`src/rtl/core/fdssd_pkg.sv`:
```
package fdssd_pkg;

    // Display geometry.
    localparam int DIGIT_COUNT = 4;
    localparam int DIG_W       = (DIGIT_COUNT > 1) ? $clog2(DIGIT_COUNT) : 1;
    localparam int FRAME_COUNT = DIGIT_COUNT + 2;
    localparam int FRAME_W     = $clog2(FRAME_COUNT);

    // Command bytes sent to the display controller.
    localparam logic [7:0] DATA_CMD  = 8'h44;
    localparam logic [7:0] ADDR_BASE = 8'hC0;
    localparam logic [7:0] CTRL_BASE = 8'h80;

    // Division by ten through a reciprocal: q = (v * RECIP_10) >> 35.
    localparam logic [31:0] RECIP_10    = 32'hCCCC_CCCD;
    localparam int          RECIP_SHIFT = 35;
    localparam int          QUOT_W      = 29;

    // Configuration port.
    localparam int CFG_IDX_W  = 2;
    localparam int CFG_DATA_W = 3;
    localparam logic [CFG_IDX_W-1:0] CFG_BRIGHTNESS = 2'd0;
    localparam logic [CFG_IDX_W-1:0] CFG_DISPLAY_EN = 2'd1;

    localparam logic [2:0] RESET_BRIGHTNESS = 3'd3;
    localparam logic       RESET_DISPLAY_EN = 1'b1;

    typedef struct packed {
        logic [2:0] brightness;
        logic       display_enable;
    } t_cfg;

    typedef struct packed {
        logic clk_level;
        logic dio_level;
        logic busy_res;
        logic sequence_done;
        logic load_accepted;
    } t_result;

    // Segment patterns, ones digit in entry 0.
    typedef logic [DIGIT_COUNT-1:0][7:0] t_seg_bytes;

    // Seven-segment pattern of one decimal digit.
    function automatic logic [7:0] seg_pattern(input logic [3:0] digit);
        logic [7:0] pattern;
        case (digit)
            4'd0:    pattern = 8'h3f;
            4'd1:    pattern = 8'h06;
            4'd2:    pattern = 8'h5b;
            4'd3:    pattern = 8'h4f;
            4'd4:    pattern = 8'h66;
            4'd5:    pattern = 8'h6d;
            4'd6:    pattern = 8'h7d;
            4'd7:    pattern = 8'h07;
            4'd8:    pattern = 8'h7f;
            4'd9:    pattern = 8'h6f;
            default: pattern = 8'h00;
        endcase
        return pattern;
    endfunction

endpackage

```
`src/rtl/core/fdssd_digits.sv`:
```
module fdssd_digits (
    input  logic                  i_clk,
    input  logic                  i_rst_n,
    input  logic                  i_start,
    input  logic [31:0]           i_value,
    output logic                  o_busy,
    output fdssd_pkg::t_seg_bytes o_seg_bytes
);
    import fdssd_pkg::*;

    logic              r_run;
    logic              r_div_phase;
    logic [DIG_W-1:0]  r_digit;
    logic [31:0]       r_val;
    logic [QUOT_W-1:0] r_quot;
    t_seg_bytes        r_seg_bytes;

    logic [63:0] w_product;
    logic [6:0]  w_q10_low;
    logic [3:0]  w_rem;

    // Quotient by ten through the reciprocal multiply.
    assign w_product = r_val * RECIP_10;

    // Remainder: only the low four bits of v - 10q matter, since it is below ten.
    assign w_q10_low = {r_quot[3:0], 3'b000} + {2'b00, r_quot[3:0], 1'b0};
    assign w_rem     = r_val[3:0] - w_q10_low[3:0];

    // Per digit: the multiply step, then the remainder and table lookup step.
    always_ff @(posedge i_clk) begin
        if (!i_rst_n) begin
            r_run       <= 1'b0;
            r_div_phase <= 1'b0;
        end else if (i_start) begin
            r_run       <= 1'b1;
            r_div_phase <= 1'b0;
            r_digit     <= '0;
            r_val       <= i_value;
        end else if (r_run) begin
            if (!r_div_phase) begin
                r_quot      <= w_product[RECIP_SHIFT +: QUOT_W];
                r_div_phase <= 1'b1;
            end else begin
                // A digit above the leading one stays blank.
                r_seg_bytes[r_digit] <= (r_val != 32'd0) ? seg_pattern(w_rem) : 8'h00;
                r_val       <= {{(32-QUOT_W){1'b0}}, r_quot};
                r_div_phase <= 1'b0;
                if (r_digit == DIG_W'(DIGIT_COUNT - 1)) begin
                    r_run <= 1'b0;
                end else begin
                    r_digit <= r_digit + 1'b1;
                end
            end
        end
    end

    assign o_busy      = r_run;
    assign o_seg_bytes = r_seg_bytes;

endmodule

```
`src/rtl/core/fdssd_seq.sv`:
```
module fdssd_seq (
    input  logic                  i_clk,
    input  logic                  i_rst_n,
    input  logic                  i_accept,
    input  logic                  i_req_type,
    input  fdssd_pkg::t_cfg       i_cfg,
    input  fdssd_pkg::t_seg_bytes i_seg_bytes,
    output logic                  o_load,
    output logic                  o_seg_read,
    output fdssd_pkg::t_result    o_result
);
    import fdssd_pkg::*;

    typedef enum logic [1:0] {
        PART_START,
        PART_BITS,
        PART_ACK,
        PART_STOP
    } t_part;

    logic               r_active, n_active;
    logic               r_clk,    n_clk;
    logic               r_dio,    n_dio;
    t_part              r_part,   n_part;
    logic [1:0]         r_step,   n_step;
    logic [2:0]         r_bit,    n_bit;
    logic               r_byte,   n_byte;
    logic [FRAME_W-1:0] r_frame,  n_frame;

    logic               w_tick;
    logic               w_load;
    logic               w_done;
    logic               w_digit_frame;
    logic               w_last_frame;
    logic [FRAME_W-1:0] w_frame_m1;
    logic [DIG_W-1:0]   w_seg_idx;
    logic [7:0]         w_tx_byte;

    assign w_tick = i_accept && i_req_type && r_active;
    assign w_load = i_accept && !i_req_type && !r_active;

    // Frame kinds: data command first, then one frame per digit, control last.
    assign w_digit_frame = (r_frame != '0) && (r_frame <= FRAME_W'(DIGIT_COUNT));
    assign w_last_frame  = (r_frame == FRAME_W'(DIGIT_COUNT + 1));
    assign w_frame_m1    = r_frame - 1'b1;
    assign w_seg_idx     = w_frame_m1[DIG_W-1:0];

    // Byte on the wire; the control byte follows the registers live.
    always_comb begin
        if (r_frame == '0) begin
            w_tx_byte = DATA_CMD;
        end else if (w_digit_frame) begin
            if (!r_byte) begin
                w_tx_byte = ADDR_BASE + 8'(DIGIT_COUNT) - 8'(r_frame);
            end else begin
                w_tx_byte = i_seg_bytes[w_seg_idx];
            end
        end else begin
            w_tx_byte = CTRL_BASE | {4'b0000, i_cfg.display_enable, i_cfg.brightness};
        end
    end

    // One pin write per tick, or the start of a sequence on a load.
    always_comb begin
        n_active = r_active;
        n_clk    = r_clk;
        n_dio    = r_dio;
        n_part   = r_part;
        n_step   = r_step;
        n_bit    = r_bit;
        n_byte   = r_byte;
        n_frame  = r_frame;
        w_done   = 1'b0;
        if (w_load) begin
            n_active = 1'b1;
            n_part   = PART_START;
            n_step   = 2'd0;
            n_bit    = 3'd0;
            n_byte   = 1'b0;
            n_frame  = '0;
        end else if (w_tick) begin
            n_step = r_step + 2'd1;
            unique case (r_part)
                PART_START: begin
                    // Data high, clock high, data low.
                    if (r_step == 2'd0) begin
                        n_dio = 1'b1;
                    end else if (r_step == 2'd1) begin
                        n_clk = 1'b1;
                    end else begin
                        n_dio  = 1'b0;
                        n_part = PART_BITS;
                        n_step = 2'd0;
                        n_bit  = 3'd0;
                        n_byte = 1'b0;
                    end
                end
                PART_BITS: begin
                    // Clock low, data bit, clock high; least significant bit first.
                    if (r_step == 2'd0) begin
                        n_clk = 1'b0;
                    end else if (r_step == 2'd1) begin
                        n_dio = w_tx_byte[r_bit];
                    end else begin
                        n_clk  = 1'b1;
                        n_step = 2'd0;
                        if (r_bit == 3'd7) begin
                            n_part = PART_ACK;
                        end else begin
                            n_bit = r_bit + 3'd1;
                        end
                    end
                end
                PART_ACK: begin
                    // One clock pulse for the acknowledge slot.
                    if (r_step == 2'd0) begin
                        n_clk = 1'b0;
                    end else begin
                        n_clk  = 1'b1;
                        n_step = 2'd0;
                        if (w_digit_frame && !r_byte) begin
                            n_part = PART_BITS;
                            n_bit  = 3'd0;
                            n_byte = 1'b1;
                        end else begin
                            n_part = PART_STOP;
                        end
                    end
                end
                PART_STOP: begin
                    // Clock low, data low, clock high, data high.
                    if (r_step == 2'd0) begin
                        n_clk = 1'b0;
                    end else if (r_step == 2'd1) begin
                        n_dio = 1'b0;
                    end else if (r_step == 2'd2) begin
                        n_clk = 1'b1;
                    end else begin
                        n_dio  = 1'b1;
                        n_part = PART_START;
                        n_step = 2'd0;
                        if (w_last_frame) begin
                            n_active = 1'b0;
                            n_frame  = '0;
                            w_done   = 1'b1;
                        end else begin
                            n_frame = r_frame + 1'b1;
                        end
                    end
                end
                default: begin
                    n_part = PART_START;
                end
            endcase
        end
    end

    // Sequencer state and line levels.
    always_ff @(posedge i_clk) begin
        if (!i_rst_n) begin
            r_active <= 1'b0;
            r_clk    <= 1'b1;
            r_dio    <= 1'b1;
            r_part   <= PART_START;
            r_step   <= 2'd0;
            r_bit    <= 3'd0;
            r_byte   <= 1'b0;
            r_frame  <= '0;
        end else begin
            r_active <= n_active;
            r_clk    <= n_clk;
            r_dio    <= n_dio;
            r_part   <= n_part;
            r_step   <= n_step;
            r_bit    <= n_bit;
            r_byte   <= n_byte;
            r_frame  <= n_frame;
        end
    end

    assign o_load     = w_load;
    assign o_seg_read = r_active && w_digit_frame && r_byte;

    assign o_result.clk_level     = n_clk;
    assign o_result.dio_level     = n_dio;
    assign o_result.busy_res      = n_active;
    assign o_result.sequence_done = w_done;
    assign o_result.load_accepted = w_load;

endmodule

```
`src/rtl/core/fdssd_obuf.sv`:
```
module fdssd_obuf (
    input  logic               i_clk,
    input  logic               i_rst_n,
    input  logic               i_push,
    input  fdssd_pkg::t_result i_data,
    output logic               o_full,
    output logic               o_valid,
    input  logic               i_stall,
    output fdssd_pkg::t_result o_data
);
    import fdssd_pkg::*;

    t_result    r_mem [2];
    logic [1:0] r_count;
    logic       r_wr_ptr;
    logic       r_rd_ptr;
    logic       w_pop;

    assign o_valid = (r_count != 2'd0);
    assign o_full  = (r_count == 2'd2);
    assign w_pop   = o_valid && !i_stall;
    assign o_data  = r_mem[r_rd_ptr];

    // Two result slots, so a new beat is taken while an older one waits.
    always_ff @(posedge i_clk) begin
        if (!i_rst_n) begin
            r_count  <= 2'd0;
            r_wr_ptr <= 1'b0;
            r_rd_ptr <= 1'b0;
        end else begin
            if (i_push) begin
                r_mem[r_wr_ptr] <= i_data;
                r_wr_ptr        <= !r_wr_ptr;
            end
            if (w_pop) begin
                r_rd_ptr <= !r_rd_ptr;
            end
            r_count <= r_count + {1'b0, i_push} - {1'b0, w_pop};
        end
    end

endmodule

```
`src/rtl/core/four_digit_seven_segment_serial_driver_top.sv`:
```
// Channel   Direction  Handshake                Payload
// in        input      i_in_valid / o_in_stall  i_req_type, i_value
// out       output     o_out_valid / i_out_stall o_clk_level, o_dio_level, o_busy_res,
//                                               o_sequence_done, o_load_accepted
// cfg       input      i_cfg_we                 i_cfg_index, i_cfg_data
//
// A tick makes one pin write, and a beat can be taken each cycle while o_in_stall is
// low. A load starts the digit splitter, which works in the background and is done
// long before the sequence sends a digit.
// The result of each taken beat is registered in a two-slot output buffer, which
// raises o_in_stall only when both slots hold waiting results.
// Synchronous active-low reset leaves both lines high, the driver idle,
// brightness 3 and the display enabled.
module four_digit_seven_segment_serial_driver_top (
    input  logic                            i_clk,
    input  logic                            i_rst_n,
    input  logic                            i_in_valid,
    output logic                            o_in_stall,
    input  logic                            i_req_type,
    input  logic [31:0]                     i_value,
    output logic                            o_out_valid,
    input  logic                            i_out_stall,
    output logic                            o_clk_level,
    output logic                            o_dio_level,
    output logic                            o_busy_res,
    output logic                            o_sequence_done,
    output logic                            o_load_accepted,
    input  logic                            i_cfg_we,
    input  logic [fdssd_pkg::CFG_IDX_W-1:0]  i_cfg_index,
    input  logic [fdssd_pkg::CFG_DATA_W-1:0] i_cfg_data
);
    import fdssd_pkg::*;

    t_cfg       r_cfg;
    logic       w_in_accept;
    logic       w_load;
    logic       w_seg_read;
    logic       w_dig_busy;
    t_seg_bytes w_seg_bytes;
    t_result    w_result;
    t_result    w_out;

    assign w_in_accept = i_in_valid && !o_in_stall;

    // Configuration registers.
    always_ff @(posedge i_clk) begin
        if (!i_rst_n) begin
            r_cfg.brightness     <= RESET_BRIGHTNESS;
            r_cfg.display_enable <= RESET_DISPLAY_EN;
        end else if (i_cfg_we) begin
            unique case (i_cfg_index)
                CFG_BRIGHTNESS: r_cfg.brightness     <= i_cfg_data[2:0];
                CFG_DISPLAY_EN: r_cfg.display_enable <= i_cfg_data[0];
                default: ;
            endcase
        end
    end

    fdssd_digits u_digits (
        .i_clk       (i_clk),
        .i_rst_n     (i_rst_n),
        .i_start     (w_load),
        .i_value     (i_value),
        .o_busy      (w_dig_busy),
        .o_seg_bytes (w_seg_bytes)
    );

    fdssd_seq u_seq (
        .i_clk       (i_clk),
        .i_rst_n     (i_rst_n),
        .i_accept    (w_in_accept),
        .i_req_type  (i_req_type),
        .i_cfg       (r_cfg),
        .i_seg_bytes (w_seg_bytes),
        .o_load      (w_load),
        .o_seg_read  (w_seg_read),
        .o_result    (w_result)
    );

    fdssd_obuf u_obuf (
        .i_clk   (i_clk),
        .i_rst_n (i_rst_n),
        .i_push  (w_in_accept),
        .i_data  (w_result),
        .o_full  (o_in_stall),
        .o_valid (o_out_valid),
        .i_stall (i_out_stall),
        .o_data  (w_out)
    );

    assign o_clk_level     = w_out.clk_level;
    assign o_dio_level     = w_out.dio_level;
    assign o_busy_res      = w_out.busy_res;
    assign o_sequence_done = w_out.sequence_done;
    assign o_load_accepted = w_out.load_accepted;

    // The digit patterns are settled before the sequencer sends any of them.
    a_digits_ready: assert property (@(posedge i_clk) disable iff (!i_rst_n)
        w_seg_read |-> !w_dig_busy)
        else $error("segment byte sent while digits are still being split");

    // The final pin write ends the sequence.
    a_done_idle: assert property (@(posedge i_clk) disable iff (!i_rst_n)
        (o_out_valid && o_sequence_done) |-> (!o_busy_res && !o_load_accepted))
        else $error("sequence done reported while still busy");

    // A taken load starts a sequence.
    a_load_busy: assert property (@(posedge i_clk) disable iff (!i_rst_n)
        (o_out_valid && o_load_accepted) |-> o_busy_res)
        else $error("accepted load did not start a sequence");

    // Between sequences both lines rest high.
    a_idle_lines: assert property (@(posedge i_clk) disable iff (!i_rst_n)
        (o_out_valid && !o_busy_res) |-> (o_clk_level && o_dio_level))
        else $error("line left low while idle");

endmodule

```
`config.mk`:
```
export PLATFORM = sky130hd
export DESIGN_NAME = four_digit_seven_segment_serial_driver_top
export DESIGN_NICKNAME = d
export VERILOG_FILES = /design/src/rtl/core/fdssd_pkg.sv /design/src/rtl/core/fdssd_digits.sv /design/src/rtl/core/fdssd_seq.sv /design/src/rtl/core/fdssd_obuf.sv /design/src/rtl/core/four_digit_seven_segment_serial_driver_top.sv
export SDC_FILE = /design/constraint.sdc
export NUM_CORES = 1
export LEC_CHECK = 0
export ABC_AREA = 1
export BUFFER_PORTS_ARGS = -buffer_cell sky130_fd_sc_hd__buf_2
export CORE_MARGIN = 10
export CORE_UTILIZATION = 40
export DETAILED_ROUTE_END_ITERATION = 10
export PLACE_DENSITY = 0.67
export SLEW_MARGIN = 40
export SYNTH_ARGS = -nofsm -noshare
export SYNTH_HDL_FRONTEND = slang
export SYNTH_SLANG_ARGS = --single-unit
export TNS_END_PERCENT = 10
```
`constraint.sdc`:
```
create_clock -name i_clk -period 8.7 [get_ports i_clk]
set_clock_uncertainty 0.15 [all_clocks]
set_input_delay 0 -clock i_clk [delete_from_list [all_inputs] [get_ports i_clk]]
set_output_delay 0 -clock i_clk [all_outputs]
set_load 0.05 [all_outputs]
```
==> results of run 1 <==
## metal layers
metal  GRT usage [%]  vias to the layer above  part of all wire [%]  wire length (µm)
met5               0                        -                     0                 0
met4            10.4                        0                   5.2              3890
met3            3.26                      138                   6.5              4860
met2            35.5                      720                    46             34400
met1            27.4                     9029                    42             31400
li1                -                     8555                     -                 -
## worst min path at each step
stage | end | slack, ps | cells after the start
4_1_cts | u_digits.r_val[26]$_DFFE_PP_ | 170 | 4
3_5_place_dp | r_cfg[2]$_SDFFE_PN1P_ | 70 | 3
5_1_grt | u_seq.r_dio$_SDFF_PN1_ | 220 | 3
3_3_place_gp | r_cfg[2]$_SDFFE_PN1P_ | 70 | 3
2_1_floorplan | r_cfg[2]$_SDFFE_PN1P_ | -20 | 2
6_report | u_digits.r_val[26]$_DFFE_PP_ | 190 | 4
## flip-flops by register name, summed over array words and instances (netlist names), 2 cells and up, named ones only
| signal | count |
|---|---|
| r_cfg | 4 |
| u_digits.o_seg_bytes | 28 |
| u_digits.r_digit | 2 |
| u_digits.r_quot | 29 |
| u_digits.r_val | 32 |
| u_obuf.r_count | 2 |
| u_obuf.r_mem | 10 |
| u_seq.r_bit | 3 |
| u_seq.r_frame | 3 |
| u_seq.r_part | 2 |
| u_seq.r_step | 2 |
## logic make-up (layout without fill, tap and decap cells)
logic type	Yosys count	count (layout)	synth area share (%)
xor+xnor	63	63	2.35
mux	5	5	0.234
compound gates	279	279	6.59
simple gates	696	696	11.9
fa+ha+maj	772	772	52.1
flops	126	126	14.7
buf+inv	776	897	12.1
## worst max-delay path, stage by stage, from the launching register on
cell	delay [ps]
edfxtp_1	600
inv_1	90
ha_1	590
inv_1	170
fa_1	540
inv_1	60
fa_1	500
inv_1	50
fa_1	520
inv_1	70
fa_1	610
fa_1	450
fa_1	500
inv_1	50
fa_1	490
inv_1	40
ha_1	390
nand2_1	120
nor2_1	170
inv_1	90
nor2_1	190
inv_1	90
nor2_1	290
nand4_1	280
nand4_1	150
nand2_1	60
## through the flow
stage	setup WS, ps	utilization, %	hold slack, ps	cell area, µm²	cells
2_1_floorplan	2410	-	-23.7	24100	2717
3_3_place_gp	1190	42.7	66.5	25300	3532
3_5_place_dp	1290	42.7	68.7	25300	3532
4_1_cts	1240	44.4	172	26300	3611
5_1_grt	814	44.4	220	26300	3611
6_report	1150	44.4	191	26300	3611
## placed cells by master (no fill, tap or decap), drive strengths merged, types with 7 or more instances in the layout
cell / n
dfxtp: 25
ha: 386
nand2: 393
fa: 386
a21boi: 7
inv: 765
or2: 9
a21oi: 108
a31oi: 10
nand4: 13
clkinv: 7
edfxtp: 101
o21bai: 13
dlygate4sd3: 47
xor2: 50
buf: 58
nor2: 173
xnor2: 12
o21ai: 93
clkbuf: 20
nand3: 80
nor3: 11
a21o: 27
## timing repair
| item | in CTS | in global routing |
|---|---|---|
| endpoints found under the hold margin | 65 | 0 |
| setup buffers | 0 | 0 |
| hold buffers | 47 | 0 |
## layout make-up
class | instances | area (µm²) | share of cell area, %
clock inverters | 12 | 86.3 | 0.328
inverters | 760 | 2850 | 10.8
clock buffers | 20 | 447 | 1.70
multi-input cells | 1815 | 17700 | 67.1
repair buffers | 105 | 783 | 2.97
well taps | 773 | 967 | 3.67
flip-flops and latches | 126 | 3530 | 13.4
==> results.tsv, run 1 <==
metric	value	unit
crit_arrival	7620	ps
core_area	59400	µm²
maxCapViolCount	0	
setup_viol	0	
worst_pin_slew	755	ps
drtAntennaViolNets	0	
reg2reg_from	u_digits.r_val[21]$_DFFE_PP_	
dp_hpwl	64200	µm
syn_nets	3532	
nFillCells	5798	
initial_utilization	40.6	%
antenna_found_initial	0	
synth_top_area_share	32.1	%
synth_ff_type	edfxtp_1	
rsz0062_at_grt	no	
syn_area_per_cell	8.87	µm²
clk_pin_slew	70	ps
drt_iter0_drc	1554	
synth_area_leaders	fa_1 (32%), ha_1 (20%), edfxtp_1 (13%)	
min-delay-start	i_value[26]	
clkSinkCount	126	
startpoint	u_digits.r_val[21]$_DFFE_PP_	
clock_latency	480	ps
hp-class	input pin to flip-flop	
synth_top_area_cell	fa_1	
crit_fanout	6	
synth_warnings	0	
cts_resized	0	
tns	0	ps
period_share	86.8	%
clockRootBuffer	clkbuf_16	
max-clock-path-buffers	2	
clock.fmax	132	MHz
first_global_vias	19462	
cp.required	8780	ps
area_growth	9.23	%
ys_seq_area_share	14.7	%
grt_max_degree	39	
slew_headroom	49.6	%
endpoint_kind	flip-flop	
crit_type	flip-flop to flip-flop	
syn_inst	2717	
rows	89	
gr-total-overflow	0	
status	completed	
vias_per_cell	5.11	
ioPinCount	50	
tritoncts	yes	
synth_cell_types	50	
gp_congestion	1.02	
cp-start-kind	flip-flop	
drv_slew	0	
synthMostInstantiatedCell	inv_1	
routed_wl	74500	µm
cts_buffers	17	
period_needed	7550	ps
dieArea	70500	µm²
fin_nets	3640	
die_h	265	µm
portBuffers	49	
htreeDepth	4	
drc	0	
crit_path_end	u_digits.r_quot[12]$_DFFE_PP_	
synth_common_cells	inv_1 (755), nand2_1 (391), fa_1 (386), ha_1 (386), nor2_1 (168)	
grt_pass1_wl	115000	µm
reg2reg_to	u_digits.r_quot[12]$_DFFE_PP_	
drive_above_1_share	4.26	%
die_x	265	µm
r2r_cells	25	
synth-edff-count	101	
grt_use_total	21.6	%
dr_total_vias	18442	
dr.pass1.iters	6	
finalHoldViolCount	0	
wl_per_cell	20.6	µm
r2r_slack	1150	ps
async_reset_ff_share	0	%
antenna_cells	0	
synth_seq_cells	126	
netlist_area	24100	µm²
Power of run 1 is left out: the tool's default activity adds up to more than one toggle a clock period on the data nets, which glitch-free logic cannot reach.
==> run 2, diff against run 1 <==
Settings changed: CORE_MARGIN 10 to unset.
==> run 2 against run 1 <==
  * Via count shrank 0.23%
  * First-iteration DRC count increased by 3.6%
  * Largest cell class unchanged
  * Worst setup slack better by 240 ps
  * Non-clock buffer count decreased by 1
  * Fmax rose by 3.3%
  * Register-to-register slack better by 240 ps
  * Critical endpoint is now u_digits.r_quot[22]$_DFFE_PP_
  * Cell count barely moved
  * Clock-buffer cell count fell by 3
==> results.tsv, run 2 (synthesis gave the netlist of run 1 again) <==
metric	value	unit
slew_headroom	44.9	%
die_h	247	µm
dieArea	61200	µm²
fin_nets	3639	
hp-class	input pin to flip-flop	
crit_top_cell	fa_1	
tns	0	ps
timing.hold.ws	206	ps
portBuffers	49	
dr.pass1.iters	8	
period_share	84.0	%
max-clock-path-buffers	2	
dr_total_vias	18399	
period_needed	7310	ps
met1_usage	32.9	%
crit_fanout	9	
largest_reg_flops	32	
cp-start-kind	flip-flop	
drt_iter0_drc	1610	
status	completed	
rows	89	
gr-total-overflow	0	
antenna_found_initial	0	
endpoint_kind	flip-flop	
dp_hpwl	63300	µm
initial_utilization	40.7	%
tritoncts	yes	
mostFrequentLayoutCells	inv_1 (755), nand2_1 (391), fa_1 (386), ha_1 (386), nor2_1 (167)	
core_area	59200	µm²
drive_above_1_share	4.23	%
worst_pin_slew	825	ps
crit_arrival	7360	ps
worst-path-buf-inv	3	
cts_setup_buffers	0	
top_register	u_digits.r_val	
finalHoldViolCount	0	
grt_pass1_wl	112000	µm
clockRootBuffer	clkbuf_16	
grt_use_met3	3.57	%
clkSinkCount	126	
first_global_vias	18955	
wl_per_cell	20.3	µm
antenna_cells	0	
clock.fmax	137	MHz
die_x	247	µm
area_growth	9.44	%
ioPinCount	50	
grt.busiest_layer	met2	
stdcell_count	3610	
crit_type	flip-flop to flip-flop	
drv_slew	0	
nFillCells	5802	
gp_congestion	1.01	
placedCellCount	3530	
htreeDepth	4	
grt_use_met2	40.1	%
grt_max_degree	36	
critPathMaxStageDelay	640	ps
clock_latency	470	ps
rsz0062_at_grt	no	
slowest_stage	edfxtp_1	
path_cells	inv_1, ha_1, xnor2_1, o21ai_0, fa_1, inv_1, fa_1, fa_1, inv_1, fa_1, fa_1, fa_1, ha_1, nand2_1, nor2_1, nand2_1, nor4_1, and2_1, o21ai_0, nand3_1, xor2_1	
routed_wl	73200	µm
cpLargestDelayFamily	adder cells	
cts_buffers	17	
multi_input_area	17700	µm²
maxCapViolCount	0	
setup_viol	0	
clk_pin_slew	70	ps
cp.required	8760	ps
vias_per_cell	5.10	
grt_use_total	24.9	%
final_common_cell	inv_1	
drc	0	
cts_resized	0	
drtAntennaViolNets	0	
regArea	3530	µm²
==> run 2: cell count changes in the layout (fill, tap and decap cells not counted), moves of 2 or more <==
cell | before | now
inv_4 | 4 | 0
clkbuf_1 | 2 | 0
inv_8 | 1 | 6
buf_4 | 9 | 7
clkinv_2 | 3 | 0
inv_6 | 0 | 4
==> run 2: cell type report <==
cell class | instances | area share, %
inverter | 760 | 10.8
tap | 773 | 3.67
multi-input combinational | 1815 | 66.9
timing repair buffer | 104 | 2.95
clock inverter | 15 | 0.631
sequential | 126 | 13.4
clock buffer | 17 | 1.61
==> run 2: per-stage QoR <==
step,worst slack [ps],instance area (µm²),utilization (%)
floorplan,2410,24100,-
global placement,1510,25300,42.7
detailed placement,1510,25300,42.7
CTS,1470,26400,44.5
global route,1010,26400,44.5
finish,1390,26400,44.5
==> run 2: timing repair <==
item | 4_1_cts | 5_1_grt
hold buffers | 48 | 0
setup endpoints to repair | 0 | 0
endpoints found under the hold margin | 67 | 0
==> run 2: path summary, 6_finish.rpt <==
kind / from / to / slack (ps) / depth (start not counted)
hold / removal: i_value[4] / u_digits.r_val[4]$_DFFE_PP_ / 210 / 4
hold reg to reg: u_obuf.r_rd_ptr$_SDFFE_PN0P_ / u_obuf.r_rd_ptr$_SDFFE_PN0P_ / 300 / 1
setup / recovery: u_digits.r_val[8]$_DFFE_PP_ / u_digits.r_quot[22]$_DFFE_PP_ / 1390 / 21
setup reg to reg: u_digits.r_val[8]$_DFFE_PP_ / u_digits.r_quot[22]$_DFFE_PP_ / 1390 / 21
==> run 2: worst min-delay path: cells and delay by family <==
family / cells / cell delay [ps]
and+or+nand+nor: 2 / 100
buffers and inverters: 2 / 610
==> run 2: routing by layer <==
layer	wire length (µm)	vias to the layer above	part of all wire [%]
li1	-	8558	-
met1	31000	8945	42
met2	33500	756	46
met3	4910	140	6.7
met4	3850	0	5.3
met5	0	-	0
Power of run 2 is left out for the same reason.
